### config.mk
export PLATFORM = sky130hd
export DESIGN_NAME = sav_sum_store
export DESIGN_NICKNAME = d
export VERILOG_FILES = /design/src/hw/rtl/sav_pkg.sv /design/src/hw/rtl/sav_sum_store.sv
export SDC_FILE = /design/constraint.sdc
export NUM_CORES = 1
export LEC_CHECK = 0
export BUFFER_PORTS_ARGS = -buffer_cell sky130_fd_sc_hd__buf_4
export CORE_MARGIN = 4
export CORE_UTILIZATION = 40
export CTS_CLUSTER_SIZE = 40
export DETAILED_ROUTE_END_ITERATION = 12
export SLEW_MARGIN = 20
export SYNTH_ARGS = -nofsm -noshare
export SYNTH_HDL_FRONTEND = slang
export SYNTH_SLANG_ARGS = --single-unit
### constraint.sdc
create_clock -name clock -period 5.7 [get_ports clock]
set_clock_uncertainty 0.15 [all_clocks]
set_input_delay 0.57 -clock clock [delete_from_list [all_inputs] [get_ports clock]]
set_output_delay 0.57 -clock clock [all_outputs]
set_load 0.01 [all_outputs]
### src/hw/rtl/sav_pkg.sv
`timescale 1ns / 1ps
`default_nettype none
// ---------------------------------------------------------------------------
// sav_pkg
// shared widths, payload types and register indexes of the score averager
// ---------------------------------------------------------------------------
package sav_pkg;

   localparam int CLASS_W    = 6;
   localparam int SCORE_W    = 16;
   localparam int SUM_W      = 20;
   localparam int AVG_W      = 16;
   localparam int DIV_W      = 5;
   localparam int NCLS_W     = 7;
   localparam int TOP_W      = 5;
   localparam int CSR_IDX_W  = 2;
   localparam int CSR_DATA_W = 7;

   // register indexes
   localparam logic [CSR_IDX_W-1:0] CSR_NUM_CLASSIFIERS = 2'd0;
   localparam logic [CSR_IDX_W-1:0] CSR_NUM_CLASSES     = 2'd1;
   localparam logic [CSR_IDX_W-1:0] CSR_TOP_COUNT       = 2'd2;

   typedef struct packed {
      logic [CLASS_W-1:0] class_index;
      logic [SCORE_W-1:0] score;
      logic               last_score;
   } req_type;

   typedef struct packed {
      logic [CLASS_W-1:0] chosen_class;
      logic [AVG_W-1:0]   average_score;
      logic               last_result;
   } rsp_type;

   typedef struct packed {
      logic [CSR_IDX_W-1:0]  index;
      logic [CSR_DATA_W-1:0] data;
   } csr_type;

   // sum store commands
   typedef struct packed {
      logic acc;
      logic sweep_rd;
      logic clr;
   } sum_ctl_type;

   // one entry of the average store
   typedef struct packed {
      logic             chosen;
      logic [AVG_W-1:0] average;
   } avg_entry_type;

endpackage
`default_nettype wire

### src/hw/rtl/sav_sum_store.sv
`timescale 1ns / 1ps
`default_nettype none
// ---------------------------------------------------------------------------
// sav_sum_store
// per-class sum memory with a read-modify-write accumulate pipeline
// ---------------------------------------------------------------------------
module sav_sum_store #(
   parameter int DEPTH = 64
) (
   input  logic                         clock,
   input  logic                         reset,
   input  sav_pkg::sum_ctl_type         ctl,
   input  logic [$clog2(DEPTH)-1:0]     addr,
   input  logic [sav_pkg::SCORE_W-1:0]  score,
   output logic [sav_pkg::SUM_W-1:0]    rd_data
);
   import sav_pkg::*;

   localparam int AW = $clog2(DEPTH);

   logic [SUM_W-1:0]   mem [DEPTH];
   logic [SUM_W-1:0]   rd_data_ff;
   logic               s1_valid_ff;
   logic [AW-1:0]      s1_addr_ff;
   logic [SCORE_W-1:0] s1_score_ff;
   logic               fwd_ff;
   logic               fwd_in;
   logic [SUM_W-1:0]   fwd_data_ff;
   logic [SUM_W-1:0]   base;
   logic [SUM_W:0]     sum_wide;
   logic [SUM_W-1:0]   sum_sat;

   // saturating add, bypassing the write of the previous cycle
   always_comb begin
      base     = fwd_ff ? fwd_data_ff : rd_data_ff;
      sum_wide = {1'b0, base} + (SUM_W+1)'(s1_score_ff);
      sum_sat  = sum_wide[SUM_W] ? '1 : sum_wide[SUM_W-1:0];
      fwd_in   = ctl.acc && s1_valid_ff && (addr == s1_addr_ff);
   end

   always_ff @(posedge clock) begin
      if (s1_valid_ff) begin
         mem[s1_addr_ff] <= sum_sat;
      end else if (ctl.clr) begin
         mem[addr] <= '0;
      end
      if (ctl.acc || ctl.sweep_rd) begin
         rd_data_ff <= mem[addr];
      end
   end

   always_ff @(posedge clock) begin
      if (reset) begin
         s1_valid_ff <= 1'b0;
         fwd_ff      <= 1'b0;
      end else begin
         s1_valid_ff <= ctl.acc;
         fwd_ff      <= fwd_in;
      end
      s1_addr_ff  <= addr;
      s1_score_ff <= score;
      fwd_data_ff <= sum_sat;
   end

   assign rd_data = rd_data_ff;

endmodule
`default_nettype wire

==> results.yml, run 1 <==
logic_synthesis:
  avgSynthCellArea_sq_um: 22.1
  yosysUniqueCellTypes: 56
  synth_compound_area_frac: 0.0208
  synth_area_sq_mm: 0.0520
  synth_top_family_by_area: "multiplexers"
  yosysSeqAreaShare: 0.768
  synth-seq-cells: 1344
  yosys_most_used_dff: "edfxtp_1"
  synth-adder-area-share: 0.00424
  muxShareOfSynthArea: 0.167
  synth_edf_count: 1300
  syn_inst: 2356
  synth.net_count: 2400
  async_reset_ff_frac: 0
  synthSimpleGateAreaFrac: 0.0253
  synth-xor-area-share: 0.00320
  yosysWarnings: 0
setup_path:
  cp.arrival_ps: 4940
  max_stage_delay_ps: 660
  crit_end: "mem[21][8]$_DFFE_PP_"
  reg2reg_depth: 11
  crit_path_end_kind: "flop"
  reg2reg_from: "fwd_ff$_SDFF_PP0_"
  critical_path_buf_inv_count: 3
  startpoint: "fwd_ff$_SDFF_PP0_"
  critPathKind: "reg -> reg"
  cp_cell_sequence: "buf_4 -> mux2_2 -> ha_1 -> nand4_1 -> o221a_2 -> o31a_2 -> a211oi_4 -> inv_2 -> o21ai_0 -> and2_2 -> buf_4"
  timing.rr.end: "mem[21][8]$_DFFE_PP_"
  critPathTopFamily: "compound AO/OA/AOI/OAI gates"
  critPathRequiredTime_ps: 5970
  start_kind: "flop"
  reg2reg_setup_slack_ps: 1030
  slowest_stage: "dfxtp_1"
  crit_cells: 11
  crit_path_max_fanout: 64
  crit_path_frequent_cell: "buf_4"
sta:
  final_hold_viol_count: 0
  setup_ws_ps: 1030
  fin_crit_ps: 4670
  post-route-period-util: 0.820
  worst_pin_slew_ps: 1120
  slew_headroom: 0.249
  setup_viol: 0
  drv_slew: 0
  timing.fmax_mhz: 214
  tns_ps: 0
  rsz0062_at_grt: "false"
routing:
  num_vias: 24800
  dr.pass1.iters: 5
  drt_wl_total_um: 129000
  drc: 0
  detail_route.wl_per_cell_um: 29.5
  drt_iter0_drc: 2801
  vias_per_cell: 5.68
  final_antenna_net_count: 0
power_and_ir_drop:
  peakVddDrop_mv: 0.290
  p_switching_mw: 5.17
  combPwrFrac: 0.088
  swShare: 0.229
  p_clk_frac: 0.395
  p_leak_nw: 18.7
  intPower_mw: 17.4
  pwr_density_cell_mw_per_mm2: 378
  seq_power_share: 0.517
clocking:
  numCtsBuffers: 143
  clk_pin_slew_worst_paths_ps: 60
  htreeDepth: 4
  cts_tree: "yes"
  cts_sinks: 1344
  cts_buffer_depth: 3
  insertion_delay_ps: 730
  postCtsSetupRepairBufs: 0
  cts_root_buf: "clkbuf_16"
global_routing:
  grt_first_pass_wirelength_um: 185000
  grt_start_max_net_pins: 106
  grt_overflow_total: 0
  grt_pass1_vias: 25600
  grt_util_all_layers: 0.190
  antenna_found_initial: 2
placement:
  place.port_buffers: 46
  dp_slack_ps: 1160
  dp_hpwl_um: 70400
  gp_congestion: 0.892
floorplan:
  dieHeight_um: 369
  rows: 132
  die_w_um: 369
  ioPinCount: 47
  start_util: 0.402
  die-area_sq_mm: 0.136
  core_sq_mm: 0.129
flow_run:
  drv_cap: 0
cells_and_area:
  drive_gt1_frac: 0.301
  syn_to_final_growth_pct: 15.0
  nets: 2556
  fillers: 10500
outcome:
  status: "finished clean"
worst_hold_path:
  min_path_type: "in -> reg"
[routing by layer]
metal | GRT usage | vias to the layer above | share of wire
met5 | 0 | - | 0
met4 | 0.0566 | 0 | 0.023
met3 | 0.0379 | 146 | 0.070
met2 | 0.309 | 907 | 0.49
met1 | 0.263 | 13500 | 0.41
li1 | - | 10200 | -
[cells by family (layout without fill, tap and decap cells)]
logic type | count (synthesis) | after routing
adders and majority gates | 17 | 17
buffers and inverters | 123 | 389
muxes | 406 | 406
other | 0 | 2
DFF | 1344 | 1344
and+or+nand+nor | 289 | 289
AOI/OAI and AO/OA | 158 | 158
xor gates and xnor gates | 19 | 19
[flip-flops by register name (all words and copies together), names as in the netlist]
signal       count
mem           1280
fwd_ff           1
fwd_data_ff     20
s1_score_ff     16
s1_addr_ff       6
rd_data         20
s1_valid_ff      1
[worst reg2reg max path, delay by kind of cell, from the launching register on]
| kind | cells | cell delay [ps] |
|---|---|---|
| multiplexers | 1 | 360 |
| buffers and inverters | 3 | 1180 |
| flip-flops | 1 | 660 |
| adder cells (fa/ha/maj) | 1 | 400 |
| AND/OR/NAND/NOR | 2 | 320 |
| AO/OA/AOI/OAI | 4 | 1190 |
[cell usage in the layout, fill, tap and decap left out, types with 5 or more instances in the layout]
master,count
or2_2,8
nand2_1,111
clkbuf_16,146
clkbuf_1,39
ha_1,16
o21ai_0,10
buf_12,18
xor2_1,6
and3_1,11
nand3_1,5
edfxtp_1,1300
and2_2,15
o22ai_1,26
nand2b_1,5
nor2_2,24
mux2_2,16
inv_1,5
nor2b_1,28
a221o_1,5
clkinv_8,5
nor2_1,22
clkinv_2,17
bufinv_16,10
dfxtp_1,44
buf_4,90
a21o_1,6
a31oi_1,24
o31ai_1,5
mux4_2,368
a22o_1,5
inv_6,6
nor2_4,40
clkinv_1,21
a21oi_1,28
xnor2_1,13
mux2i_1,22
dlygate4sd3_1,17
a211oi_1,25
[power by group through the flow]
stage	clock network [mW]	logic (mW)	registers, mW
2_1_floorplan	0	1.10	11.9
5_1_grt	9.51	2.14	11.7
3_3_place_gp	0	1.91	11.9
6_report	8.93	1.99	11.7
3_5_place_dp	0	2.00	11.9
4_1_cts	9.10	2.02	11.7
[Yosys cell counts (all sizes together) (16+ instances only)]
master / n / area, sq um
a211oi: 26 / 208
a21oi: 31 / 155
a31oi: 24 / 150
and2: 19 / 119
buf: 73 / 412
clkbuf: 44 / 165
dfxtp: 44 / 881
edfxtp: 1300 / 39000
ha: 16 / 200
mux2: 16 / 180
mux2i: 22 / 220
mux4: 368 / 8290
nand2: 111 / 417
nor2: 86 / 323
nor2b: 28 / 175
o22ai: 26 / 163
[repair_timing]
item | CTS | global route
gates resized for setup | 0 | 0
hold buffers | 17 | 0
hold endpoints to repair | 17 | 0
[per-stage QoR]
step / cells / power (mW) / utilization / area [sq um] / hold WS [ps]
after detailed placement: 4092 / 13.9 / 0.426 / 55100 / 488
after global routing: 4364 / 23.3 / 0.462 / 59800 / 68.0
final: 4366 / 22.6 / 0.462 / 59800 / 103
after global placement: 4092 / 13.8 / 0.426 / 55100 / 484
after floorplan: 2356 / 13.0 / - / 52000 / 364
after CTS: 4364 / 22.8 / 0.462 / 59800 / 45.6
[area by class of cell]
cell class                 instances  area (sq um)  share of cell area
antenna                            2          5.00           0.0000837
clock buffer                     188          3840              0.0642
clock inverter                    67           674              0.0113
inverter                           6          22.5            0.000377
multi-input combinational        889         11900               0.199
sequential                      1344         39900               0.668
tap                             1742          2180              0.0365
timing repair buffer             128          1250              0.0209
[how the worst min path moves through the flow]
stage / startpoint / endpoint / slack [ps] / cells after the start
2_1_floorplan: s1_valid_ff$_SDFF_PP0_ / fwd_ff$_SDFF_PP0_ / 360 / 1
3_3_place_gp: fwd_data_ff[19]$_DFF_P_ / fwd_data_ff[19]$_DFF_P_ / 480 / 3
3_5_place_dp: s1_valid_ff$_SDFF_PP0_ / fwd_ff$_SDFF_PP0_ / 490 / 1
4_1_cts: addr[3] / s1_addr_ff[3]$_DFF_P_ / 50 / 1
5_1_grt: addr[3] / s1_addr_ff[3]$_DFF_P_ / 70 / 1
6_report: addr[3] / s1_addr_ff[3]$_DFF_P_ / 100 / 1
No activity file was read; power rests on OpenSTA's default activity.
==> inputs of run 2 (changes only) <==
==> constraint.sdc (replaced) <==
create_clock -name clock -period 3.8 [get_ports clock]
set_clock_uncertainty 0.15 [all_clocks]
set_input_delay 0.38 -clock clock [delete_from_list [all_inputs] [get_ports clock]]
set_output_delay 0.38 -clock clock [all_outputs]
set_load 0.01 [all_outputs]
==> results.yml, run 2 (same netlist as run 1, synthesis figures left out) <==
outcome:
  status: "finished clean"
clocking:
  cts_tree: "yes"
  cts_buffer_depth: 3
  clk_pin_slew_worst_paths_ps: 60
  insertion_delay_ps: 740
  cts_root_buf: "clkbuf_16"
  cts_sinks: 1344
  numCtsBuffers: 138
  htreeDepth: 4
setup_path:
  reg2reg_setup_slack_ps: 110
  crit_path_end_kind: "flop"
  critPathKind: "reg -> reg"
  critPathRequiredTime_ps: 4170
  cp.arrival_ps: 4060
  crit_path_max_fanout: 32
  start_kind: "flop"
power_and_ir_drop:
  swShare: 0.232
  p_leak_nw: 19.4
  intPower_mw: 25.8
  peakVddDrop_mv: 0.442
  pwr_density_cell_mw_per_mm2: 550
  combPwrFrac: 0.097
  p_switching_mw: 7.77
  seq_power_share: 0.521
  p_clk_frac: 0.382
sta:
  post-route-period-util: 0.971
  timing.fmax_mhz: 271
  fin_crit_ps: 3690
  worst_pin_slew_ps: 966
  setup_ws_ps: 109
  final_hold_viol_count: 0
  setup_viol: 0
  slew_headroom: 0.356
  drv_slew: 0
flow_run:
  drv_cap: 0
placement:
  gp_congestion: 0.899
  dp_slack_ps: 57.1
  place.port_buffers: 46
  dp_hpwl_um: 75200
routing:
  num_vias: 25300
  vias_per_cell: 5.62
  dr.pass1.iters: 9
  drt_wl_total_um: 131000
  detail_route.wl_per_cell_um: 29.1
  drt_iter0_drc: 2590
  final_antenna_net_count: 0
  drc: 0
cells_and_area:
  largest_register_ffs: 1280
  syn_to_final_growth_pct: 17.4
  layout_common_cells: "edfxtp_1, mux4_2, buf_4"
  drive_gt1_frac: 0.332
  final_common_cell: "edfxtp_1"
  regMostFlops: "mem"
  final_core_util: 0.472
  nets: 2684
global_routing:
  grt_first_pass_wirelength_um: 187000
  antenna_found_initial: 3
  grt_start_max_net_pins: 74
  grt_pass1_vias: 26000
  grt_util_all_layers: 0.193
  grt_overflow_total: 0
floorplan:
  start_util: 0.402
  rows: 132
  die-area_sq_mm: 0.136
  ioPinCount: 47
  dieHeight_um: 369
  die_w_um: 369
  core_sq_mm: 0.129
worst_hold_path:
  min_path_type: "in -> reg"
[run 2: cell count changes in the layout (fill, tap and decap cells not counted), sizes merged]
cell	previous run	this run
buf	111	241
clkbuf	188	168
clkinv	46	57
diode	2	7
bufinv	10	7
dlygate4sd3	17	20
inv	13	16
[run 2: worst paths after layout]
kind / startpoint / endpoint / cells past startpoint
max reg2reg: fwd_ff$_SDFF_PP0_ / mem[20][13]$_DFFE_PP_ / 13
max: fwd_ff$_SDFF_PP0_ / mem[20][13]$_DFFE_PP_ / 13
min: addr[0] / s1_addr_ff[0]$_DFF_P_ / 2
min reg2reg: s1_score_ff[0]$_DFF_P_ / fwd_data_ff[0]$_DFF_P_ / 2
[run 2: power groups by stage]
stage / Clock, mW / Combinational [mW] / Sequential, mW
3_3_place_gp: 0 / 3.12 / 17.8
5_1_grt: 13.7 / 3.50 / 17.5
2_1_floorplan: 0 / 1.68 / 17.8
4_1_cts: 13.1 / 3.28 / 17.5
6_report: 12.8 / 3.26 / 17.5
3_5_place_dp: 0 / 3.25 / 17.8
[run 2: repair_timing]
item | 4_1_cts | 5_1_grt
resized for setup | 0 | 3
endpoints found under the hold margin | 20 | 0
setup buffers | 0 | 2
hold buffers | 20 | 0
endpoints found under the setup margin | 0 | 260
[run 2: area by class of cell]
cell class	instances	area, sq um
well taps	1742	2180
diodes	7	17.5
inverters	6	22.5
clock inverters	78	664
multi-input cells	889	11700
clock buffers	168	3610
flip-flops and latches	1344	39900
fillers	10400	68300
repair buffers	261	2920
[run 2: routing by layer]
metal	track usage	vias up	wire length, um
met1	0.266	13600	54600
li1	-	10500	-
met2	0.306	969	62200
met5	0	-	0
met3	0.0488	181	10600
met4	0.0558	0	3230
[run 2: critical path: stages (launching register included)]
cell	delay, ps
dfxtp_2	350
buf_4	200
mux2_2	380
ha_1	280
a21oi_1	210
nor2_1	90
a311oi_2	250
buf_4	180
o22ai_1	140
buf_4	180
a311oi_1	330
xnor2_1	190
o21a_2	210
buf_4	300
[run 2: per-stage QoR]
stage / hold WS (ps) / std cells / power, mW / instance area (sq um) / setup TNS [ps]
floorplan: 258 / 2356 / 19.4 / 52100 / 0
global placement: 336 / 4220 / 20.9 / 56500 / 0
detailed placement: 336 / 4220 / 21.0 / 56500 / 0
CTS: 39.8 / 4486 / 33.9 / 61000 / 0
global route: 77.5 / 4489 / 34.7 / 61000 / -97.2
finish: 70.2 / 4495 / 33.6 / 61100 / 0
