**src/hw/rtl/sav_pkg.sv**
```systemverilog
`timescale 1ns / 1ps
`default_nettype none
// ---------------------------------------------------------------------------
// sav_pkg
// shared widths, payload types and register indexes of the score averager
// ---------------------------------------------------------------------------
package sav_pkg;

   localparam int CLASS_W    = 6;
   localparam int SCORE_W    = 16;
   localparam int SUM_W      = 20;
   localparam int AVG_W      = 16;
   localparam int DIV_W      = 5;
   localparam int NCLS_W     = 7;
   localparam int TOP_W      = 5;
   localparam int CSR_IDX_W  = 2;
   localparam int CSR_DATA_W = 7;

   // register indexes
   localparam logic [CSR_IDX_W-1:0] CSR_NUM_CLASSIFIERS = 2'd0;
   localparam logic [CSR_IDX_W-1:0] CSR_NUM_CLASSES     = 2'd1;
   localparam logic [CSR_IDX_W-1:0] CSR_TOP_COUNT       = 2'd2;

   typedef struct packed {
      logic [CLASS_W-1:0] class_index;
      logic [SCORE_W-1:0] score;
      logic               last_score;
   } req_type;

   typedef struct packed {
      logic [CLASS_W-1:0] chosen_class;
      logic [AVG_W-1:0]   average_score;
      logic               last_result;
   } rsp_type;

   typedef struct packed {
      logic [CSR_IDX_W-1:0]  index;
      logic [CSR_DATA_W-1:0] data;
   } csr_type;

   // sum store commands
   typedef struct packed {
      logic acc;
      logic sweep_rd;
      logic clr;
   } sum_ctl_type;

   // one entry of the average store
   typedef struct packed {
      logic             chosen;
      logic [AVG_W-1:0] average;
   } avg_entry_type;

endpackage
`default_nettype wire

```
**src/hw/rtl/sav_divider.sv**
```systemverilog
`timescale 1ns / 1ps
`default_nettype none
// ---------------------------------------------------------------------------
// sav_divider
// restoring divider, one quotient bit a cycle, saturating at full scale
// ---------------------------------------------------------------------------
module sav_divider (
   input  logic                        clock,
   input  logic                        reset,
   input  logic                        start,
   input  logic [sav_pkg::SUM_W-1:0]   dividend,
   input  logic [sav_pkg::DIV_W-1:0]   divisor,
   output logic [sav_pkg::AVG_W-1:0]   quotient,
   output logic                        done
);
   import sav_pkg::*;

   localparam int HI_W   = SUM_W - AVG_W;
   localparam int STEP_W = $clog2(AVG_W);

   logic              busy_ff;
   logic              done_ff;
   logic [STEP_W-1:0] cnt_ff;
   logic [DIV_W-1:0]  rem_ff;
   logic [DIV_W-1:0]  rem_in;
   logic [DIV_W-1:0]  div_ff;
   logic [AVG_W-1:0]  work_ff;
   logic [DIV_W:0]    trial;
   logic              ge;
   logic              sat;

   always_comb begin
      trial  = {rem_ff, work_ff[AVG_W-1]};
      ge     = trial >= {1'b0, div_ff};
      rem_in = ge ? DIV_W'(trial - {1'b0, div_ff}) : DIV_W'(trial);
      // quotient at or above full scale when the high part reaches the divisor
      sat    = (DIV_W+1)'(dividend[SUM_W-1:AVG_W]) >= {1'b0, divisor};
   end

   always_ff @(posedge clock) begin
      if (reset) begin
         busy_ff <= 1'b0;
         done_ff <= 1'b0;
         cnt_ff  <= '0;
      end else begin
         done_ff <= 1'b0;
         if (start) begin
            busy_ff <= !sat;
            done_ff <= sat;
            cnt_ff  <= '0;
         end else if (busy_ff) begin
            cnt_ff <= cnt_ff + 1'b1;
            if (cnt_ff == STEP_W'(AVG_W-1)) begin
               busy_ff <= 1'b0;
               done_ff <= 1'b1;
            end
         end
      end
      if (start) begin
         rem_ff  <= DIV_W'(dividend[SUM_W-1:AVG_W]);
         div_ff  <= divisor;
         work_ff <= sat ? '1 : dividend[AVG_W-1:0];
      end else if (busy_ff) begin
         rem_ff  <= rem_in;
         work_ff <= {work_ff[AVG_W-2:0], ge};
      end
   end

   assign quotient = work_ff;
   assign done     = done_ff;

endmodule
`default_nettype wire
```
**config.mk**
```make
export PLATFORM = sky130hd
export DESIGN_NAME = sav_divider
export DESIGN_NICKNAME = d
export VERILOG_FILES = /design/src/hw/rtl/sav_pkg.sv /design/src/hw/rtl/sav_divider.sv
export SDC_FILE = /design/constraint.sdc
export NUM_CORES = 1
export LEC_CHECK = 0
export ABC_CLOCK_PERIOD_IN_PS = 2000
export BUFFER_PORTS_ARGS = -buffer_cell sky130_fd_sc_hd__buf_4
export CAP_MARGIN = 20
export CORE_MARGIN = 1.5
export CORE_UTILIZATION = 46
export DETAILED_ROUTE_END_ITERATION = 12
export GPL_TIMING_DRIVEN = 0
export PLACE_DENSITY = 0.74
export SLEW_MARGIN = 0
export SYNTH_ARGS = -nofsm -noshare
export SYNTH_HDL_FRONTEND = slang
export SYNTH_SLANG_ARGS = --single-unit
```
**constraint.sdc**
```tcl
create_clock -name clock -period 2 [get_ports clock]
set_input_delay 0.2 -clock clock [delete_from_list [all_inputs] [get_ports clock]]
set_output_delay 0.2 -clock clock [all_outputs]
set_load 0.03 [all_outputs]
```
==> results.yml, run 1 <==
yosys:
  synth_compound_area_share_pct: 11.45
  ys_types: 36
  synth_fp_nets: 187
  synth_mux_area_share_pct: 10.24
  synthArstFlopShare_pct: 0
  synth_cells: 148
  ys.flop_type: "edfxtp_1"
  syn-mean-instance-area_um2: 11.89
  synth_edf_count: 25
  synth_xor_area_share_pct: 2.489
  yosys.area.top_type: "edfxtp_1"
  synth_area_leaders: "edfxtp_1, mux2i_1, dfxtp_1"
  synthSimpleGateAreaFrac_pct: 11.95
  synth_top_family_by_area: "simple AND/OR/NAND/NOR gates"
  synth.top_cell.area_share_pct: 42.67
  syn-cell-area_mm2: 0.001759
  synth_seq_cells: 32
  yosysSeqAreaShare_pct: 50.64
  ys_warn_count: 0
  synth_adder_area_share_pct: 8.250
critical_path:
  worstPathCellList: "inv_1 > ha_2 > inv_2 > fa_2 > a211oi_2 > o21ai_1 > a41o_1 > a21oi_2 > o21ai_1"
  cpMostUsedCell: "o21ai_1"
  critPathKind: "flop to flop"
  worst_setup_path_end_kind: "flop"
  cp_slowest_cell: "fa_2"
  path_buf_inv: 2
  worstReg2RegEnd: "rem_ff[3]"
  worst_path_dominant_cell_family: "compound AO/OA/AOI/OAI gates"
  r2r_start: "quotient[15]"
  cpPeakStageDelay_ns: 0.41
  r2r_slack_ns: -0.05
  crit_fanout: 4
  arrival_ns: 2.06
  critical_path_required_ns: 2.01
  start_kind: "flop"
  reg2reg_depth: 9
worst_hold_path:
  min-delay-start: "divisor[3]"
  min_path_type: "primary input to flop"
  min_path_cells: 1
  min_to: "div_ff[3]"
grt:
  grt_max_degree: 21
  antenna_found_initial: 0
  grt_use_total_pct: 19.28
  grt_pass1_wl_um: 6009
  grt_pass1_vias: 1305
  gr-total-overflow: 0
drt:
  num_vias: 1287
  ant_nets: 0
  first_pass_iters: 4
  drc_errors: 0
  wl_per_cell_um: 14.63
  drtIter0Drc: 42
  routed_wl_um: 3671
  avgViaCountPerCell: 5.127
floorplanning:
  rows: 22
  initial_core_util_pct: 48.05
  core-area_mm2: 0.003661
  pin_count: 45
  fp.dieW_um: 64.84
  die_h_um: 64.84
  dieArea_mm2: 0.004204
layout:
  fin_util_pct: 62.47
  final_design_area_no_fill_mm2: 0.002287
  num-nets-final: 241
  antenna_cells: 0
  areaGrowthSynthToFinish_pct: 30.01
  drive_gt1_share_pct: 41.87
sta:
  finalSetupTns_ns: -0.04670
  fin_skew_ns: 0.005351
  fin_crit_ns: 2.047
  worstMarginPinSlew_ns: 0.6190
  max_freq_mhz: 488.6
  min_period_over_period_pct: 102.3
  grt_setup_unrepaired: "true"
  setup_ws_ns: -0.04670
  drv_slew: 0
  relSlewSlack_pct: 58.73
  setup_viol: 1
  hold_viol: 0
placed_design:
  dp_hpwl_um: 2657
  portBuffers: 44
  pre_cts_ws_ns: -0.1233
  dpl-instance-area_mm2: 0.002156
  gp_congestion: 0.7039
power_and_ir_drop:
  leakage_nw: 1.023
  p_per_area_mw_per_mm2: 867.4
  ir_drop_uv: 546.9
  power_w: 0.001984
clock_network:
  clk_transition_reported_paths_ns: 0.06
  root_buffer: "clkbuf_8"
  cts_hold_buffers: 0
  clk_latency_ns: 0.28
  clkSinkCount: 32
  tritoncts: "done"
  htree_levels: 2
  clockBufferDepth: 2
  cts_buffers: 5
flow_run:
  max_cap_viol_count: 0
status:
  violations: "setup timing"
  status: "finished with violations"
[worst reg2reg max path: cells and delay by family (launching register included)]
family	cells	cell delay (ns)
AOI/OAI and AO/OA	5	0.68
DFF	1	0.40
buffers and inverters	2	0.12
adders and majority gates	2	0.59
[Yosys cell counts, types with 2 or more instances]
master	number
nor2_1	2
a21oi_1	6
nor3_1	4
mux2i_1	18
buf_2	3
o21ai_0	7
a211oi_1	2
nand2_1	14
xor2_1	2
nand2_2	11
dfxtp_1	7
edfxtp_1	25
xnor2_1	3
inv_1	11
ha_1	10
nand3_1	2
a21o_1	2
[layer usage]
layer	GRT usage (%)	vias up	wire [um]
li1	-	640	-
met1	21.87	604	1492
met2	34.28	38	1948
met3	5.382	5	191
met4	7.181	0	39
met5	0	-	0
[registers in the layout (all words and copies together), names as in the netlist]
name and cells:
rem_ff 5, cnt_ff 4, busy_ff 1, quotient 16, done 1, div_ff 5
[power by group]
group	internal (W)	leakage, nW	switching (W)
logic	0.000288	0.674	0.000373
registers	0.000812	0.304	0.0000421
clock network	0.000236	0.0453	0.000233
[what timing repair did]
item,CTS,global route
setup endpoints to repair,5,6
setup buffers,1,2
gates resized for setup,2,8
pin swaps,0,8
[worst max-delay path by stage]
stage | start | to | depth (start not counted)
after floorplan | quotient[15] | rem_ff[3] | 9
after global placement | quotient[15] | rem_ff[1] | 8
after detailed placement | quotient[15] | rem_ff[3] | 9
after CTS | quotient[15] | rem_ff[3] | 9
after global routing | quotient[15] | rem_ff[3] | 9
final | quotient[15] | rem_ff[3] | 9
[placed cells by master, fill, tap and decap left out, types with 2 or more instances in the layout]
| cell | count |
|---|---|
| a21o_1 | 2 |
| a21oi_1 | 3 |
| a21oi_2 | 2 |
| buf_2 | 3 |
| buf_4 | 47 |
| clkbuf_8 | 5 |
| clkinv_2 | 2 |
| dfxtp_1 | 7 |
| edfxtp_1 | 25 |
| ha_1 | 9 |
| inv_1 | 10 |
| inv_2 | 2 |
| mux2i_1 | 18 |
| nand2_1 | 14 |
| nand2_2 | 11 |
| nand3_1 | 2 |
| nor2_1 | 2 |
| nor3_1 | 4 |
| o21ai_0 | 4 |
| o21ai_1 | 3 |
| xnor2_1 | 3 |
| xor2_1 | 2 |
[cell type report]
cell class | count | area, um2
flip-flops and latches | 32 | 890.9
fillers | 304 | 1374
well taps | 48 | 60.06
repair buffers | 47 | 352.8
multi-input cells | 98 | 813.3
clock inverters | 3 | 13.76
clock buffers | 5 | 68.82
plain buffers | 6 | 42.54
inverters | 12 | 45.04
[stage by stage]
step | hold slack [ns] | instances
2_1_floorplan | 0.2691 | 148
3_3_place_gp | 0.3901 | 240
3_5_place_dp | 0.3945 | 240
4_1_cts | 0.09786 | 249
5_1_grt | 0.09120 | 251
6_report | 0.1063 | 251
[cell families after synthesis]
| logic type | after synthesis |
|---|---|
| adders and majority gates | 11 |
| DFF | 32 |
| AOI/OAI and AO/OA | 24 |
| and+or+nand+nor | 40 |
| muxes | 18 |
| xor gates and xnor gates | 5 |
| buffers and inverters | 18 |
(Power assumes the default switching activity.)
==> inputs of run 2 (changes only) <==
--- a/config.mk
+++ b/config.mk
@@ -5,6 +5,7 @@
 export SDC_FILE = /design/constraint.sdc
 export NUM_CORES = 1
 export LEC_CHECK = 0
+export ABC_AREA = 1
 export ABC_CLOCK_PERIOD_IN_PS = 2000
 export BUFFER_PORTS_ARGS = -buffer_cell sky130_fd_sc_hd__buf_4
 export CAP_MARGIN = 20
@@ -12,7 +13,7 @@
 export CORE_UTILIZATION = 46
 export DETAILED_ROUTE_END_ITERATION = 12
 export GPL_TIMING_DRIVEN = 0
-export PLACE_DENSITY = 0.74
+export PLACE_DENSITY = 0.73
 export SLEW_MARGIN = 0
 export SYNTH_ARGS = -nofsm -noshare
 export SYNTH_HDL_FRONTEND = slang
==> run 2 against run 1 <==
  * The run now ends clean
  * Worst setup slack better by 0.24 ns
  * Combinational power fell by 13%
  * Flip-flop and latch count did not move
  * Global-route usage decreased by 0.93 points
  * Wire length is 0.84% higher
  * Count of clock-buffer cells in the layout up 1
  * Register-to-register slack improved by 0.24 ns
  * Fmax is 13% higher
  * Sequential share of layout area shrank 1.4 points
  * Largest power group unchanged
==> results.yml, run 2 <==
status:
  status: "finished, final reports clean"
critical_path:
  arrival_ns: 1.85
  start_kind: "flop"
  cpMostUsedCell: "inv_1"
  critical_path_required_ns: 2.04
  path_buf_inv: 3
  worst_setup_path_end_kind: "flop"
  r2r_slack_ns: 0.19
  worstReg2RegEnd: "rem_ff[3]"
  worstPathCellList: "inv_1 > ha_1 > inv_1 > fa_2 > inv_1 > nand2_1 > nand3b_4 > nand3_1 > nand3_1 > nand2_1"
  worst_path_dominant_cell_family: "adder cells"
  critPathKind: "flop to flop"
  r2r_start: "quotient[15]"
  cpPeakStageDelay_ns: 0.38
  crit_fanout: 7
  cp_slowest_cell: "edfxtp_1"
  reg2reg_depth: 10
placed_design:
  dp_hpwl_um: 2714
  place_inst: 309
  portBuffers: 44
  gp_congestion: 0.7388
sta:
  min_period_over_period_pct: 90.29
  drv_slew: 0
  hold-worst-slack_ns: 0.07922
  max_freq_mhz: 553.8
  fin_skew_ns: 0.004898
  fin_crit_ns: 1.806
  grt_setup_unrepaired: "false"
  setup_viol: 0
  finalSetupTns_ns: 0
  worstMarginPinSlew_ns: 0.8441
  hold_viol: 0
  relSlewSlack_pct: 43.59
floorplanning:
  fp.dieW_um: 67
  pin_count: 45
  initial_core_util_pct: 47.45
  die_h_um: 67
  rows: 23
  dieArea_mm2: 0.004489
  core-area_mm2: 0.003971
layout:
  antenna_cells: 0
  final_cell_mix: "nand2_1, buf_4, inv_1"
  num-nets-final: 305
  final_common_cell: "nand2_1"
  drive_gt1_share_pct: 28.46
  areaGrowthSynthToFinish_pct: 25.90
  largest_reg_flops: 16
  fin_cells: 317
worst_hold_path:
  min_to: "busy_ff"
  min-delay-start: "reset"
  min_path_cells: 2
  min_path_type: "primary input to flop"
clock_network:
  clk_latency_ns: 0.29
  clkSinkCount: 32
  tritoncts: "done"
  root_buffer: "clkbuf_8"
  htree_levels: 2
  cts_hold_buffers: 0
  cts_buffers: 5
  clockBufferDepth: 2
  clk_transition_reported_paths_ns: 0.07
yosys:
  yosysSeqAreaShare_pct: 47.28
  syn-cell-area_mm2: 0.001884
  ys.flop_type: "edfxtp_1"
  synth.most_common_cell: "nand2_1"
  synth_area_leaders: "edfxtp_1, nand2_1, inv_1"
  yosys.area.top_type: "edfxtp_1"
  synth.top_cell.area_share_pct: 39.84
  ys_types: 26
  synth_edf_count: 25
  ys_warn_count: 0
  synth_fp_nets: 254
  synth_seq_cells: 32
  synth_cells: 215
  synthArstFlopShare_pct: 0
  ys_top_cells_by_count: "nand2_1, inv_1, edfxtp_1, nand3_1, nand3b_1"
  syn-mean-instance-area_um2: 8.764
grt:
  grt_pass1_wl_um: 6016
  grt_max_degree: 21
  antenna_found_initial: 0
  grt_use_total_pct: 18.35
  gr-total-overflow: 0
  grt_pass1_vias: 1360
power_and_ir_drop:
  ir_drop_uv: 521.6
  leakage_nw: 1.179
  p_per_area_mw_per_mm2: 812.9
drt:
  routed_wl_um: 3702
  ant_nets: 0
  drtIter0Drc: 43
  avgViaCountPerCell: 4.738
  num_vias: 1502
  drc_errors: 0
  first_pass_iters: 4
  wl_per_cell_um: 11.68
flow_run:
  max_cap_viol_count: 0
[run 2: changes by cell type after synthesis, sizes merged, moves of 3 or more]
cell | previous run | this run
mux2i | 18 | 0
nand3b | 1 | 17
nand2 | 25 | 52
a211oi | 3 | 0
nand3 | 3 | 17
nor3 | 4 | 1
buf | 5 | 2
or2 | 1 | 16
inv | 12 | 41
nor2 | 2 | 10
o21ai | 8 | 2
[run 2: cell type report]
cell class              count  area (um2)
fillers                   378        1599
flip-flops and latches     32       890.9
multi-input cells         138       819.5
repair buffers             44       330.3
inverters                  41       153.9
clock buffers               6       82.58
well taps                  50       62.56
plain buffers               4       22.52
clock inverters             2       10.01
[run 2: worst register-to-register path, cell delays in order, from the launching register on]
cell and delay (ns):
edfxtp_1 0.38, inv_1 0.09, ha_1 0.14, inv_1 0.06
fa_2 0.36, inv_1 0.06, nand2_1 0.08, nand3b_4 0.14
nand3_1 0.09, nand3_1 0.10, nand2_1 0.05
[run 2: logic make-up (layout without fill, tap and decap cells)]
kind of cell	count (synthesis)	in the layout	share of synthesized area, %
fa+ha+maj	11	11	7.703
compound gates	12	12	4.184
simple gates	114	114	31.01
xor+xnor	1	1	0.4649
buf+inv	45	97	9.362
flops	32	32	47.28
[run 2: repair_timing]
action / in CTS / in global routing
setup endpoints to repair: 0 / 1
resized for setup: 0 / 1
buffers inserted: 0 / 0
[run 2: worst max path at each step]
stage | from | end | slack [ns] | cells after the start
final | quotient[15] | rem_ff[3] | 0.19 | 10
after global routing | quotient[15] | rem_ff[0] | 0.04 | 10
after CTS | quotient[15] | rem_ff[3] | 0.13 | 10
after detailed placement | quotient[15] | rem_ff[0] | 0.14 | 10
after global placement | quotient[15] | rem_ff[3] | 0.14 | 10
after floorplan | quotient[15] | rem_ff[0] | 0.06 | 10
[run 2: stage by stage]
step	util [%]	instance area (um2)	setup slack [ns]	power [W]
after global routing	59.74	2372	0.04471	0.002030
after floorplan	-	1884	0.06046	0.001254
after detailed placement	57.34	2277	0.1418	0.001427
after global placement	57.34	2277	0.1437	0.001417
after CTS	59.67	2370	0.1313	0.001946
final	59.74	2372	0.1941	0.001929
[run 2: routing by layer]
metal / vias to the layer above / part of all wire [%] / track usage, %
met2: 37 / 45 / 28.34
met5: - / 0 / 0
met3: 7 / 5.9 / 5.912
met4: 0 / 2.1 / 9.184
li1: 787 / - / -
met1: 671 / 47 / 22.85
[run 2: power breakdown]
group | internal, W | total [W] | leakage, nW | switching, W
logic | 0.000237 | 0.000572 | 0.829 | 0.000335
registers | 0.000805 | 0.000840 | 0.298 | 0.0000357
clock network | 0.000274 | 0.000516 | 0.0510 | 0.000242
total | 0.00132 | 0.00193 | 1.18 | 0.000613
